[src/hw/rtl/ipt_pkg.sv]
// Shared types and constants for the indexed priority task table.
// Used by every module in hw/rtl; depends on nothing else.
`timescale 1ns / 1ps

package ipt_pkg;

   // Field widths of the request and response channels
   localparam int COMMAND_W   = 2;
   localparam int USER_ID_W   = 16;
   localparam int TASK_ID_W   = 10;
   localparam int PRIO_REQ_W  = 30;
   localparam int OWNER_W     = 16;

   // Default sizing of the table
   localparam int DEF_TASK_SLOTS    = 1024;
   localparam int DEF_USER_BITS     = 16;
   localparam int DEF_PRIORITY_BITS = 30;

   // Request command codes
   typedef enum logic [COMMAND_W-1:0] {
      CMD_ADD    = 2'd0,
      CMD_EDIT   = 2'd1,
      CMD_REMOVE = 2'd2,
      CMD_EXEC   = 2'd3
   } command_type;

   // Controls from the sequencer to the best-entry tracker
   typedef struct packed {
      logic clear;    // start of a new search
      logic sample;   // memory read data is a scanned entry
   } best_ctl_type;

endpackage

[src/hw/rtl/ipt_best.sv]
// Running maximum over scanned table entries; ties go to the later slot.
// Fed one entry a cycle by the top-level sequencer. Uses ipt_pkg.
`timescale 1ns / 1ps

module ipt_best
   import ipt_pkg::*;
#(
   parameter int TASK_SLOTS    = DEF_TASK_SLOTS,
   parameter int USER_BITS     = DEF_USER_BITS,
   parameter int PRIORITY_BITS = DEF_PRIORITY_BITS,
   localparam int SLOT_W       = $clog2(TASK_SLOTS)
) (
   input  logic                     clock,
   input  logic                     reset,
   input  best_ctl_type             ctl,
   input  logic                     ent_valid,
   input  logic [USER_BITS-1:0]     ent_user,
   input  logic [PRIORITY_BITS-1:0] ent_prio,
   input  logic [SLOT_W-1:0]        ent_slot,
   output logic                     best_any,
   output logic [USER_BITS-1:0]     best_user,
   output logic [SLOT_W-1:0]        best_slot
);

   logic                     any_ff, any_in;
   logic [USER_BITS-1:0]     user_ff, user_in;
   logic [PRIORITY_BITS-1:0] prio_ff, prio_in;
   logic [SLOT_W-1:0]        slot_ff, slot_in;
   logic                     take;

   // Scan runs upward, so >= hands a tie to the higher slot
   assign take = ctl.sample && ent_valid && (!any_ff || ent_prio >= prio_ff);

   always_comb begin
      any_in  = any_ff;
      user_in = user_ff;
      prio_in = prio_ff;
      slot_in = slot_ff;
      priority if (ctl.clear) begin
         any_in = 1'b0;
      end else if (take) begin
         any_in  = 1'b1;
         user_in = ent_user;
         prio_in = ent_prio;
         slot_in = ent_slot;
      end else begin
         // hold the current best
         any_in = any_ff;
      end
   end

   always_ff @(posedge clock) begin
      if (reset) begin
         any_ff <= 1'b0;
      end else begin
         any_ff <= any_in;
      end
   end

   always_ff @(posedge clock) begin
      user_ff <= user_in;
      prio_ff <= prio_in;
      slot_ff <= slot_in;
   end

   assign best_any  = any_ff;
   assign best_user = user_ff;
   assign best_slot = slot_ff;

endmodule

[config.mk]
export PLATFORM = sky130hd
export DESIGN_NAME = ipt_best
export DESIGN_NICKNAME = d
export VERILOG_FILES = /design/src/hw/rtl/ipt_pkg.sv /design/src/hw/rtl/ipt_best.sv
export SDC_FILE = /design/constraint.sdc
export NUM_CORES = 1
export LEC_CHECK = 0
export BUFFER_PORTS_ARGS = -buffer_cell sky130_fd_sc_hd__buf_2
export CORE_MARGIN = 3
export CORE_UTILIZATION = 49
export DETAILED_ROUTE_END_ITERATION = 12
export PLACE_DENSITY = 0.77
export SLEW_MARGIN = 20
export SYNTH_ARGS = -nofsm -noshare
export SYNTH_HDL_FRONTEND = slang
export SYNTH_SLANG_ARGS = --single-unit
export TNS_END_PERCENT = 20
[constraint.sdc]
create_clock -name clock -period 6.41 [get_ports clock]
set_input_delay 0 -clock clock [delete_from_list [all_inputs] [get_ports clock]]
set_output_delay 0 -clock clock [all_outputs]
set_load 0.02 [all_outputs]
# --- Yosys cells after proc, flatten, opt, wreduce, memory -nomap -nowiden ---
# Cells that the tools add are included.
totals:
  out_inout_bits: 27
  regBits: 57
op_classes:
  reduce_logical: 6
  bitwise_logic: 1
  magnitude_cmp: 1
ops:
  columns: ["op", "count"]
  rows:
  - ["greater-or-equal comparator 30 bit", 1]
  - ["logical AND 1 bit", 2]
  - ["AND reduction 2 bit", 1]
  - ["OR reduction 2 bit", 1]
  - ["logical NOT 1 bit", 1]
  - ["logical OR 1 bit", 1]
  - ["inverter 1 bit", 1]

# --- Longest topological paths before layout ---
# Gate-level depths: netlist of the first run.
depth:
  ltp_word: 4
  ltp_mapped: 7
  mapped_depth_nobuf: 7

# --- Worst setup path after synthesis of the first run ---
# OpenSTA, ideal clock, no wires.
synth_path:
  kind: "flip-flop to flip-flop"
  from: "register prio_ff[20]"
  to: "register slot_ff[0] (netlist: best_slot[0]) (enable)"
  synth_period_minus_slack_ps: 4582
  arrival_time_ps: 4094
  setup_slack_ps: 1828
  path_stages_with_launch: 8
  setup_ps: 489
  required_time_ps: 5921
  n_path_buf: 0
  cell_sequence: "edfxtp_1 -> inv_1 -> ha_1 -> nand4_1 -> or2_4 -> nor4_2 -> a221oi_1 -> a21oi_1"
synth_between:
  elab_chain_cells: 4
synth_lines:
  columns: ["element", "line_no", "source"]
  rows:
  - ["start, declared", "ipt_best.sv:27", "logic [PRIORITY_BITS-1:0] prio_ff, prio_in;"]
  - ["start signal, assigned", "ipt_best.sv:62", "prio_ff <= prio_in;"]
  - ["greater-or-equal comparator 30 bit", "ipt_best.sv:32", "assign take = ctl.sample && ent_valid && (!any_ff || ent_prio >= prio_ff);"]
  - ["logical OR 1 bit", "ipt_best.sv:32", null]
  - ["logical AND 1 bit", "ipt_best.sv:32", null]
  - ["AND reduction 2 bit (no source line)", null, null]
  - ["end signal, assigned", "ipt_best.sv:63", "slot_ff <= slot_in;"]
  - ["end, declared", "ipt_best.sv:28", "logic [SLOT_W-1:0] slot_ff, slot_in;"]
# Every way passes these cells.
# A chain may end at the register's enable or synchronous reset.

# --- Worst setup path in the final report of the first run ---
layout_path:
  from: "input port ent_prio[20]"
  to: "register prio_ff[22] (enable)"
layout_between:
  elab_chain_cells: 4
layout_lines:
  columns: ["element", "line_no", "source"]
  rows:
  - ["start, declared", "ipt_best.sv:18", "input logic [PRIORITY_BITS-1:0] ent_prio,"]
  - ["greater-or-equal comparator 30 bit", "ipt_best.sv:32", null]
  - ["logical OR 1 bit", "ipt_best.sv:32", null]
  - ["logical AND 1 bit", "ipt_best.sv:32", null]
  - ["AND reduction 2 bit (no source line)", null, null]
# Every way passes these cells.

==> flow_metrics.env, run 1 <==
export IMPL_worstReg2RegStart="prio_ff[20]"
export IMPL_crit_fanout=32
export IMPL_switching_share=0.200
export IMPL_crit_family="buffers and inverters"
export IMPL_core_area_sq_mm=0.00482
export IMPL_drc=0
export IMPL_ctsHoldBuffers=58
export IMPL_period_share=0.464
export IMPL_place_congestion=0.743
export IMPL_clock_sinks=57
export IMPL_grt_pass1_wl_um=9310
export IMPL_synthArstFlopShare=0
export IMPL_diodes=0
export IMPL_synth_nets=257
export IMPL_insertion_delay_ps=330
export IMPL_grt_util_all_layers=0.208
export IMPL_crit_start="ent_prio[20]"
export IMPL_critPathMaxStageDelay_ps=620
export IMPL_io_pins=88
export IMPL_path_clk_slew_ps=60
export IMPL_slew_headroom=0.508
export IMPL_dieArea_sq_mm=0.00596
export IMPL_cts_buffers_inserted=9
export IMPL_synth_simple_gate_area_frac=0.0580
export IMPL_drv_cap=0
export IMPL_first_pass_iters=4
export IMPL_setup_tns_ps=0
export IMPL_arrival_ps=2950
export IMPL_layout_drive_gt1_share=0.326
export IMPL_crit_type="in -> reg"
export IMPL_die_y_um=77.2
export IMPL_path_cells="dlygate4sd3_1 > buf_2 > ha_1 > nand4_1 > or2_4 > nor4_2 > a221oi_1 > a21oi_4 > buf_4"
export IMPL_ys_warn_count=0
export IMPL_crit_slowest_cell="a21oi_4"
export IMPL_finalCriticalPeriod_ps=2970
export IMPL_tritoncts="built"
export IMPL_synth_enable_flop_cells=56
export IMPL_area_growth_pct=54.5
export IMPL_clock_path_buffers=2
export IMPL_tightest_slew_ps=736
export IMPL_dr_wl_met2_um=2890
export IMPL_ant_nets=0
export IMPL_hp_class="in -> reg"
export IMPL_ys_ff_latch=57
export IMPL_synthMuxAreaShare=0
export IMPL_synth_top_family_by_area="adder cells"
export IMPL_comb_power_share=0.106
export IMPL_vias_per_cell=4.70
export IMPL_synthXorXnorAreaFrac=0
export IMPL_die_w_um=77.2
export IMPL_p_leak_nw=1.72
export IMPL_clkPwrFrac=0.429
export IMPL_final_net_count=414
export IMPL_antenna_found_initial=0
export IMPL_synth_ff_type="edfxtp_1"
export IMPL_avgSynthCellArea_sq_um=15.0
export IMPL_dr_wl_met3_um=366
export IMPL_rsz0062_at_grt="false"
export IMPL_path_buf_inv=3
export IMPL_cts_max_level=3
export IMPL_cts_setup_buffers=0
export IMPL_start_kind="primary input"
export IMPL_cts_root_buf="clkbuf_8"
export IMPL_cts_resized=0
export IMPL_crit_required_ps=6390
export IMPL_seq_power_share=0.465
export IMPL_grt_pass1_vias=1976
export IMPL_initial_utilization=0.515
export IMPL_routed_via_count=1856
export IMPL_grt_max_degree=33
export IMPL_top_layer="met4"
export IMPL_clock_skew_ps=7.97
export IMPL_drt_iter0_markers=164
export IMPL_setup_violations=0
export IMPL_port_buffers=87
export IMPL_yosysSeqAreaShare=0.685
export IMPL_ir_worst_vdd_v=0.000137
export IMPL_hold_violations=0
export IMPL_r2r_slack_ps=3450
export IMPL_dp_cells=321
export IMPL_slew_viol_final=0
export IMPL_ys_types=22
export IMPL_avgRoutedWirePerCell_um=14.3
export IMPL_endpoint_kind="flip-flop"
export IMPL_p_switching_uw=183
export IMPL_status="completed"
export IMPL_synth_area_sq_mm=0.00248
export IMPL_internal_power_uw=732
export IMPL_grt_ovfl_total=0
export IMPL_hold_start="ctl[1]"
export IMPL_fmax_mhz=336
export IMPL_synth_adder_area_share=0.151
export IMPL_synth_compound_area_share=0.0600
export IMPL_met1_length_um=2290
export IMPL_synthCells=166
export IMPL_row_count=25
export IMPL_p_per_area_mw_per_mm2=238
export IMPL_final_cells=395
export IMPL_place_hpwl_um=3400
export IMPL_drt_wl_total_um=5640
[cell type report]
type,count,area (sq um)
clock buffers,10,128
inverters,30,113
well taps,67,83.8
flip-flops and latches,57,1700
repair buffers,146,1020
clock inverters,6,106
fillers,296,982
multi-input cells,79,679
[state kept, by name, summed over array words and instances (netlist names)]
signal and count:
prio_ff 30, best_user 16, best_any 1, best_slot 10
[through the flow]
stage               setup WS (ps)  area [sq um]  hold slack (ps)  total power [mW]  utilization
finish                       3440          3830              321             0.914        0.796
global route                 3230          3830              343             0.950        0.796
CTS                          3410          3830              309             0.919        0.796
detailed placement           3420          3020              168             0.500        0.627
global placement             3470          3020              166             0.498        0.627
floorplan                    1830          2480             76.8             0.467            -
[Yosys cell counts, types with 2 or more instances]
cell	count	area [sq um]
a21o_1	3	22.5
a21oi_1	13	65.1
and4_1	2	17.5
edfxtp_1	56	1680
ha_1	30	375
inv_1	30	113
nand2_1	5	18.8
nand2b_1	2	12.5
nand3_1	5	25.0
nand4_1	4	25.0
nor2_1	3	11.3
o21ai_0	3	15.0
[worst min-delay path, stage by stage]
cell and delay, ps:
buf_2 90, nor2_1 50, o21ai_0 150, a21oi_4 150
[cell families after synthesis]
kind of cell	count (synthesis)
AO/OA/AOI/OAI	24
adder cells (fa/ha/maj)	30
buffers and inverters	30
flip-flops	57
AND/OR/NAND/NOR	25
[cells in the final DEF (no fill, tap or decap)]
cell / instances
buf_2: 87
clkbuf_8: 9
a21oi_4: 1
a21o_1: 3
buf_4: 1
dfxtp_1: 1
nand4_1: 4
clkbuf_1: 1
clkinv_1: 1
a2111oi_2: 1
o21ai_1: 1
clkinvlp_4: 1
ha_1: 30
clkinv_2: 1
bufinv_16: 3
or2_4: 1
nor2_1: 3
and4_1: 2
nor4_2: 1
inv_1: 30
dlygate4sd3_1: 58
nand2_1: 5
edfxtp_1: 56
nor3_1: 1
o21ai_0: 3
a221o_1: 1
nand2b_1: 2
nand3_1: 5
a211oi_1: 1
a221oi_1: 1
a21oi_1: 12
and2_2: 1
[per-layer routing]
layer | global-route usage | up-vias
li1 | - | 928
met1 | 0.235 | 841
met2 | 0.364 | 77
met3 | 0.0540 | 10
met4 | 0.101 | 0
met5 | 0 | -
[final timing paths]
check | depth (start not counted) | end
setup / recovery | 9 | prio_ff[22]
hold / removal | 4 | prio_ff[8]
setup reg to reg | 8 | prio_ff[22]
hold reg to reg | 3 | best_any
[power groups by stage]
stage          combinational [mW]  clock, mW  sequential, mW
2_1_floorplan              0.0266          0           0.440
3_3_place_gp               0.0654          0           0.432
3_5_place_dp               0.0674          0           0.433
4_1_cts                    0.0960      0.398           0.425
5_1_grt                     0.109      0.416           0.426
6_report                   0.0970      0.392           0.425
Power figures use the tool's default switching activity.
==> run 2: changes to the inputs <==
Settings changed: CORE_UTILIZATION 49 to 44, PLACE_DENSITY 0.77 to 0.73.
Clock period 6.41 ns to 2.54 ns, I/O delays scaled along.
==> run 2 against run 1 <==
Against the previous run: flip-flop and latch count unchanged; design area up 0.85%; clock-buffer cell count up 1; cell count rose by 1.0%.
==> flow_metrics.env, run 2 (synthesis results as in run 1) <==
export IMPL_r2r_end="best_slot[9]"
export IMPL_grt_pass1_vias=2011
export IMPL_tightest_slew_ps=423
export IMPL_cts_root_buf="clkbuf_8"
export IMPL_routed_via_count=1861
export IMPL_largest_register="prio_ff"
export IMPL_vias_per_cell=4.66
export IMPL_fin_util=0.734
export IMPL_ir_worst_vdd_v=0.000402
export IMPL_hold_start="ctl[1]"
export IMPL_grt_max_degree=31
export IMPL_grt_ovfl_total=0
export IMPL_port_buffers=87
export IMPL_worstHoldPathCells=4
export IMPL_timing_hold_ws_ps=269
export IMPL_p_per_area_mw_per_mm2=538
export IMPL_path_clk_slew_ps=60
export IMPL_grt_pass1_wl_um=8930
export IMPL_tritoncts="built"
export IMPL_reg2reg_depth=8
export IMPL_clock_skew_ps=5.17
export IMPL_die_y_um=81.1
export IMPL_initial_utilization=0.471
export IMPL_seq_power_share=0.516
export IMPL_internal_power_mw=1.65
export IMPL_io_pins=88
export IMPL_status="completed"
export IMPL_p_switching_uw=432
export IMPL_layout_commonest_cell="buf_2"
export IMPL_area_growth_pct=55.8
export IMPL_final_area_sq_mm=0.00387
export IMPL_cts_resized=0
export IMPL_grt_util_all_layers=0.187
export IMPL_clkPwrFrac=0.362
export IMPL_dieArea_sq_mm=0.00658
export IMPL_hp_class="in -> reg"
export IMPL_diodes=0
export IMPL_die_w_um=81.1
export IMPL_layout_drive_gt1_share=0.334
export IMPL_period_share=0.898
export IMPL_mostFrequentLayoutCells="buf_2 (87), dlygate4sd3_1 (58), edfxtp_1 (56)"
export IMPL_drc=0
export IMPL_row_count=26
export IMPL_r2r_slack_ps=260
export IMPL_cts_buffers_inserted=9
export IMPL_ant_nets=0
export IMPL_whs_endpoint="prio_ff[25]"
export IMPL_drv_cap=0
export IMPL_start_kind="flip-flop"
export IMPL_place_congestion=0.721
export IMPL_drt_wl_total_um=5460
export IMPL_switching_share=0.207
export IMPL_largest_reg_flops=30
export IMPL_final_net_count=415
export IMPL_slew_headroom=0.717
export IMPL_drt_iter0_markers=59
export IMPL_clock_sinks=57
export IMPL_total_power_mw=2.08
export IMPL_crit_required_ps=2610
export IMPL_place_hpwl_um=3820
export IMPL_core_area_sq_mm=0.00527
export IMPL_avgRoutedWirePerCell_um=13.7
export IMPL_place_area_sq_mm=0.00311
export IMPL_cts_setup_buffers=0
export IMPL_first_pass_iters=4
export IMPL_endpoint_kind="flip-flop"
export IMPL_finalCriticalPeriod_ps=2280
export IMPL_worstReg2RegStart="prio_ff[23]"
export IMPL_hold_violations=0
export IMPL_antenna_found_initial=0
export IMPL_crit_fanout=30
export IMPL_setup_violations=0
export IMPL_setup_tns_ps=0
export IMPL_rsz0062_at_grt="false"
export IMPL_crit_type="reg -> reg"
export IMPL_comb_power_share=0.122
export IMPL_cts_max_level=3
export IMPL_n_fill_cell=363
export IMPL_fmax_mhz=438
export IMPL_clock_path_buffers=2
export IMPL_insertion_delay_ps=320
export IMPL_arrival_ps=2350
export IMPL_slew_viol_final=0
export IMPL_p_leak_nw=1.72
run 2: cell count changes in the layout (fill, tap and decap cells not counted), sizes merged:
| cell | delta |
|---|---|
| clkbuf | +1 |
| clkinv | +2 |
| clkinvlp | -1 |
| bufinv | -2 |
| buf | +1 |
run 2: per-stage QoR:
step	worst slack, ps	cells
floorplan	-68.8	166
finish	258	399
global route	41.1	399
global placement	268	325
detailed placement	250	325
CTS	231	399
run 2: power groups by stage:
stage	logic [mW]	registers, mW	clock network [mW]
CTS	0.254	1.07	0.780
global route	0.284	1.07	0.822
detailed placement	0.184	1.09	0
finish	0.254	1.07	0.753
global placement	0.178	1.09	0
floorplan	0.0729	1.11	0
run 2: repair_timing:
item,in CTS,in global routing
hold buffers,58,0
endpoints found under the hold margin,57,0
setup endpoints to repair,0,0
run 2: worst max-delay path, cell delays in order, from the launching register on:
cell,delay (ps)
edfxtp_1,370
inv_1,60
ha_1,230
a21oi_1,130
o21ai_1,100
a221o_1,370
a2111oi_2,320
a21oi_4,210
buf_12,230
run 2: cell type report:
type | instances | area [sq um] | area share
Sequential cell | 57 | 1700 | 0.440
Timing Repair Buffer | 147 | 1060 | 0.273
Multi-Input combinational cell | 79 | 732 | 0.189
Clock buffer | 11 | 131 | 0.0340
Inverter | 30 | 113 | 0.0291
Tap cell | 70 | 87.6 | 0.0226
Clock inverter | 5 | 46.3 | 0.0120
run 2: how the worst max path moves through the flow:
stage | to | start | slack [ps] | depth (start not counted)
2_1_floorplan | best_slot[0] | prio_ff[21] | -70 | 7
3_3_place_gp | best_user[5] | prio_ff[25] | 270 | 8
3_5_place_dp | best_slot[9] | prio_ff[17] | 250 | 8
4_1_cts | best_slot[9] | prio_ff[13] | 230 | 7
5_1_grt | best_user[1] | prio_ff[25] | 40 | 8
6_report | best_slot[9] | prio_ff[23] | 260 | 8
run 2: metal layers:
layer	GRT usage	wire length, um	up-vias
li1	-	-	927
met1	0.181	1950	869
met2	0.356	3150	53
met3	0.0543	211	12
met4	0.0912	138	0
met5	0	0	-
==> run 3: changes to the inputs <==
Settings changed: CAP_MARGIN from default to 20, CORE_MARGIN 3 to 8.
==> run 3 against run 2 <==
Against the previous run: critical path depth stayed put; flip-flop and latch count stayed put; via count rose by 1.9%; hold slack gained 110 ps; first-iteration DRC count grew 42%; power grew 2.8%; clock skew is 4.8 ps higher; fmax grew 1.4%; global-route usage down 2.3 points; die area grew 26%; sequential share of layout area up 0.11 points; non-clock buffer count unchanged; critical path type unchanged.
==> flow_metrics.env, run 3 (synthesis results as in run 1) <==
export IMPL_path_clk_slew_ps=70
export IMPL_setup_ws_ps=290
export IMPL_finalCriticalPeriod_ps=2250
export IMPL_p_leak_nw=1.71
export IMPL_grt_pass1_vias=2126
export IMPL_vias_per_cell=4.72
export IMPL_tightest_slew_ps=419
export IMPL_worstReg2RegStart="prio_ff[23]"
export IMPL_place_area_sq_mm=0.00309
export IMPL_drv_cap=0
export IMPL_clock_path_buffers=2
export IMPL_routed_via_count=1896
export IMPL_io_pins=88
export IMPL_final_net_count=415
export IMPL_cts_resized=0
export IMPL_crit_slowest_cell="edfxtp_1"
export IMPL_grt_pass1_wl_um=10600
export IMPL_drt_wl_total_um=6480
export IMPL_tritoncts="built"
export IMPL_hp_class="in -> reg"
export IMPL_setup_tns_ps=0
export IMPL_cp_depth=8
export IMPL_place_congestion=0.763
export IMPL_path_cells="inv_1 > ha_1 > a21oi_1 > o21ai_1 > a221o_1 > a2111oi_2 > a21oi_4 > buf_4"
export IMPL_start_kind="flip-flop"
export IMPL_grt_max_degree=35
export IMPL_cts_buffers_inserted=9
export IMPL_first_pass_iters=4
export IMPL_n_fill_cell=382
export IMPL_critPathMaxStageDelay_ps=380
export IMPL_hold_start="ent_user[5]"
export IMPL_total_power_mw=2.14
export IMPL_r2r_end="best_slot[1]"
export IMPL_hold_violations=0
export IMPL_met2_usage=0.291
export IMPL_crit_fanout=34
export IMPL_crit_type="reg -> reg"
export IMPL_initial_utilization=0.454
export IMPL_fmax_mhz=444
export IMPL_busiest_layer="met2"
export IMPL_reg2reg_depth=8
export IMPL_cts_root_buf="clkbuf_8"
export IMPL_layout_commonest_cell="buf_2"
export IMPL_status="completed"
export IMPL_dieArea_sq_mm=0.00830
export IMPL_place_hpwl_um=4100
export IMPL_use_met3=0.0420
export IMPL_insertion_delay_ps=330
export IMPL_ir_worst_vdd_v=0.000292
export IMPL_avgRoutedWirePerCell_um=16.1
export IMPL_layout_drive_gt1_share=0.343
export IMPL_worstHoldPathCells=2
export IMPL_core_area_sq_mm=0.00547
export IMPL_final_area_sq_mm=0.00386
export IMPL_crit_required_ps=2580
export IMPL_ant_nets=0
export IMPL_largest_reg_flops=30
export IMPL_timing_hold_ws_ps=383
export IMPL_grt_ovfl_total=0
export IMPL_grt_met1_usage=0.170
export IMPL_crit_family="compound AO/OA/AOI/OAI gates"
export IMPL_die_y_um=91.1
export IMPL_clock_sinks=57
export IMPL_arrival_ps=2290
export IMPL_period_share=0.886
export IMPL_antenna_found_initial=1
export IMPL_drc=0
export IMPL_ctsHoldBuffers=58
export IMPL_mostFrequentLayoutCells="buf_2 (87), dlygate4sd3_1 (58), edfxtp_1 (56)"
export IMPL_die_w_um=91.1
export IMPL_slew_headroom=0.720
export IMPL_drt_iter0_markers=84
export IMPL_rsz0062_at_grt="false"
export IMPL_area_growth_pct=55.4
export IMPL_post_place_ws_ps=285
export IMPL_row_count=27
export IMPL_port_buffers=87
export IMPL_cts_max_level=3
export IMPL_largest_register="prio_ff"
export IMPL_setup_violations=0
export IMPL_slew_viol_final=0
export IMPL_endpoint_kind="flip-flop"
export IMPL_grt_util_all_layers=0.164
export IMPL_p_per_area_mw_per_mm2=555
export IMPL_path_buf_inv=2
export IMPL_clock_skew_ps=10.0
export IMPL_cts_setup_buffers=0
export IMPL_whs_endpoint="best_user[5]"
export IMPL_r2r_slack_ps=290
run 3: cell type report:
cell class	instances	area, sq um	share of cell area
Antenna cell	1	2.50	0.000649
Tap cell	72	90.1	0.0234
Clock inverter	5	56.3	0.0146
Sequential cell	57	1700	0.441
Timing Repair Buffer	147	1030	0.267
Clock buffer	11	131	0.0341
Multi-Input combinational cell	79	732	0.190
Inverter	30	113	0.0292
run 3: metal layers:
metal / part of all wire / up-vias
met2: 0.54 / 64
met1: 0.39 / 892
met5: 0 / -
met3: 0.048 / 11
li1: - / 929
met4: 0.022 / 0
run 3: where the power goes:
part / internal, mW / total [mW] / switching, mW
Combinational: 0.138 / 0.255 / 0.117
Clock: 0.452 / 0.811 / 0.359
Sequential: 1.07 / 1.07 / 0.00714
Total: 1.66 / 2.14 / 0.483
run 3: worst max path at each step:
stage / startpoint / to / slack (ps)
6_report: prio_ff[23] / best_slot[1] / 290
5_1_grt: prio_ff[3] / best_slot[5] / 110
4_1_cts: prio_ff[25] / best_slot[5] / 270
3_5_place_dp: prio_ff[25] / best_slot[9] / 280
3_3_place_gp: prio_ff[25] / best_user[7] / 310
2_1_floorplan: prio_ff[21] / best_slot[0] / -70
run 3: stage by stage:
step           utilization  std cells
2_1_floorplan            -        166
4_1_cts              0.704        401
6_report             0.705        402
3_5_place_dp         0.564        327
5_1_grt              0.705        402
3_3_place_gp         0.564        327
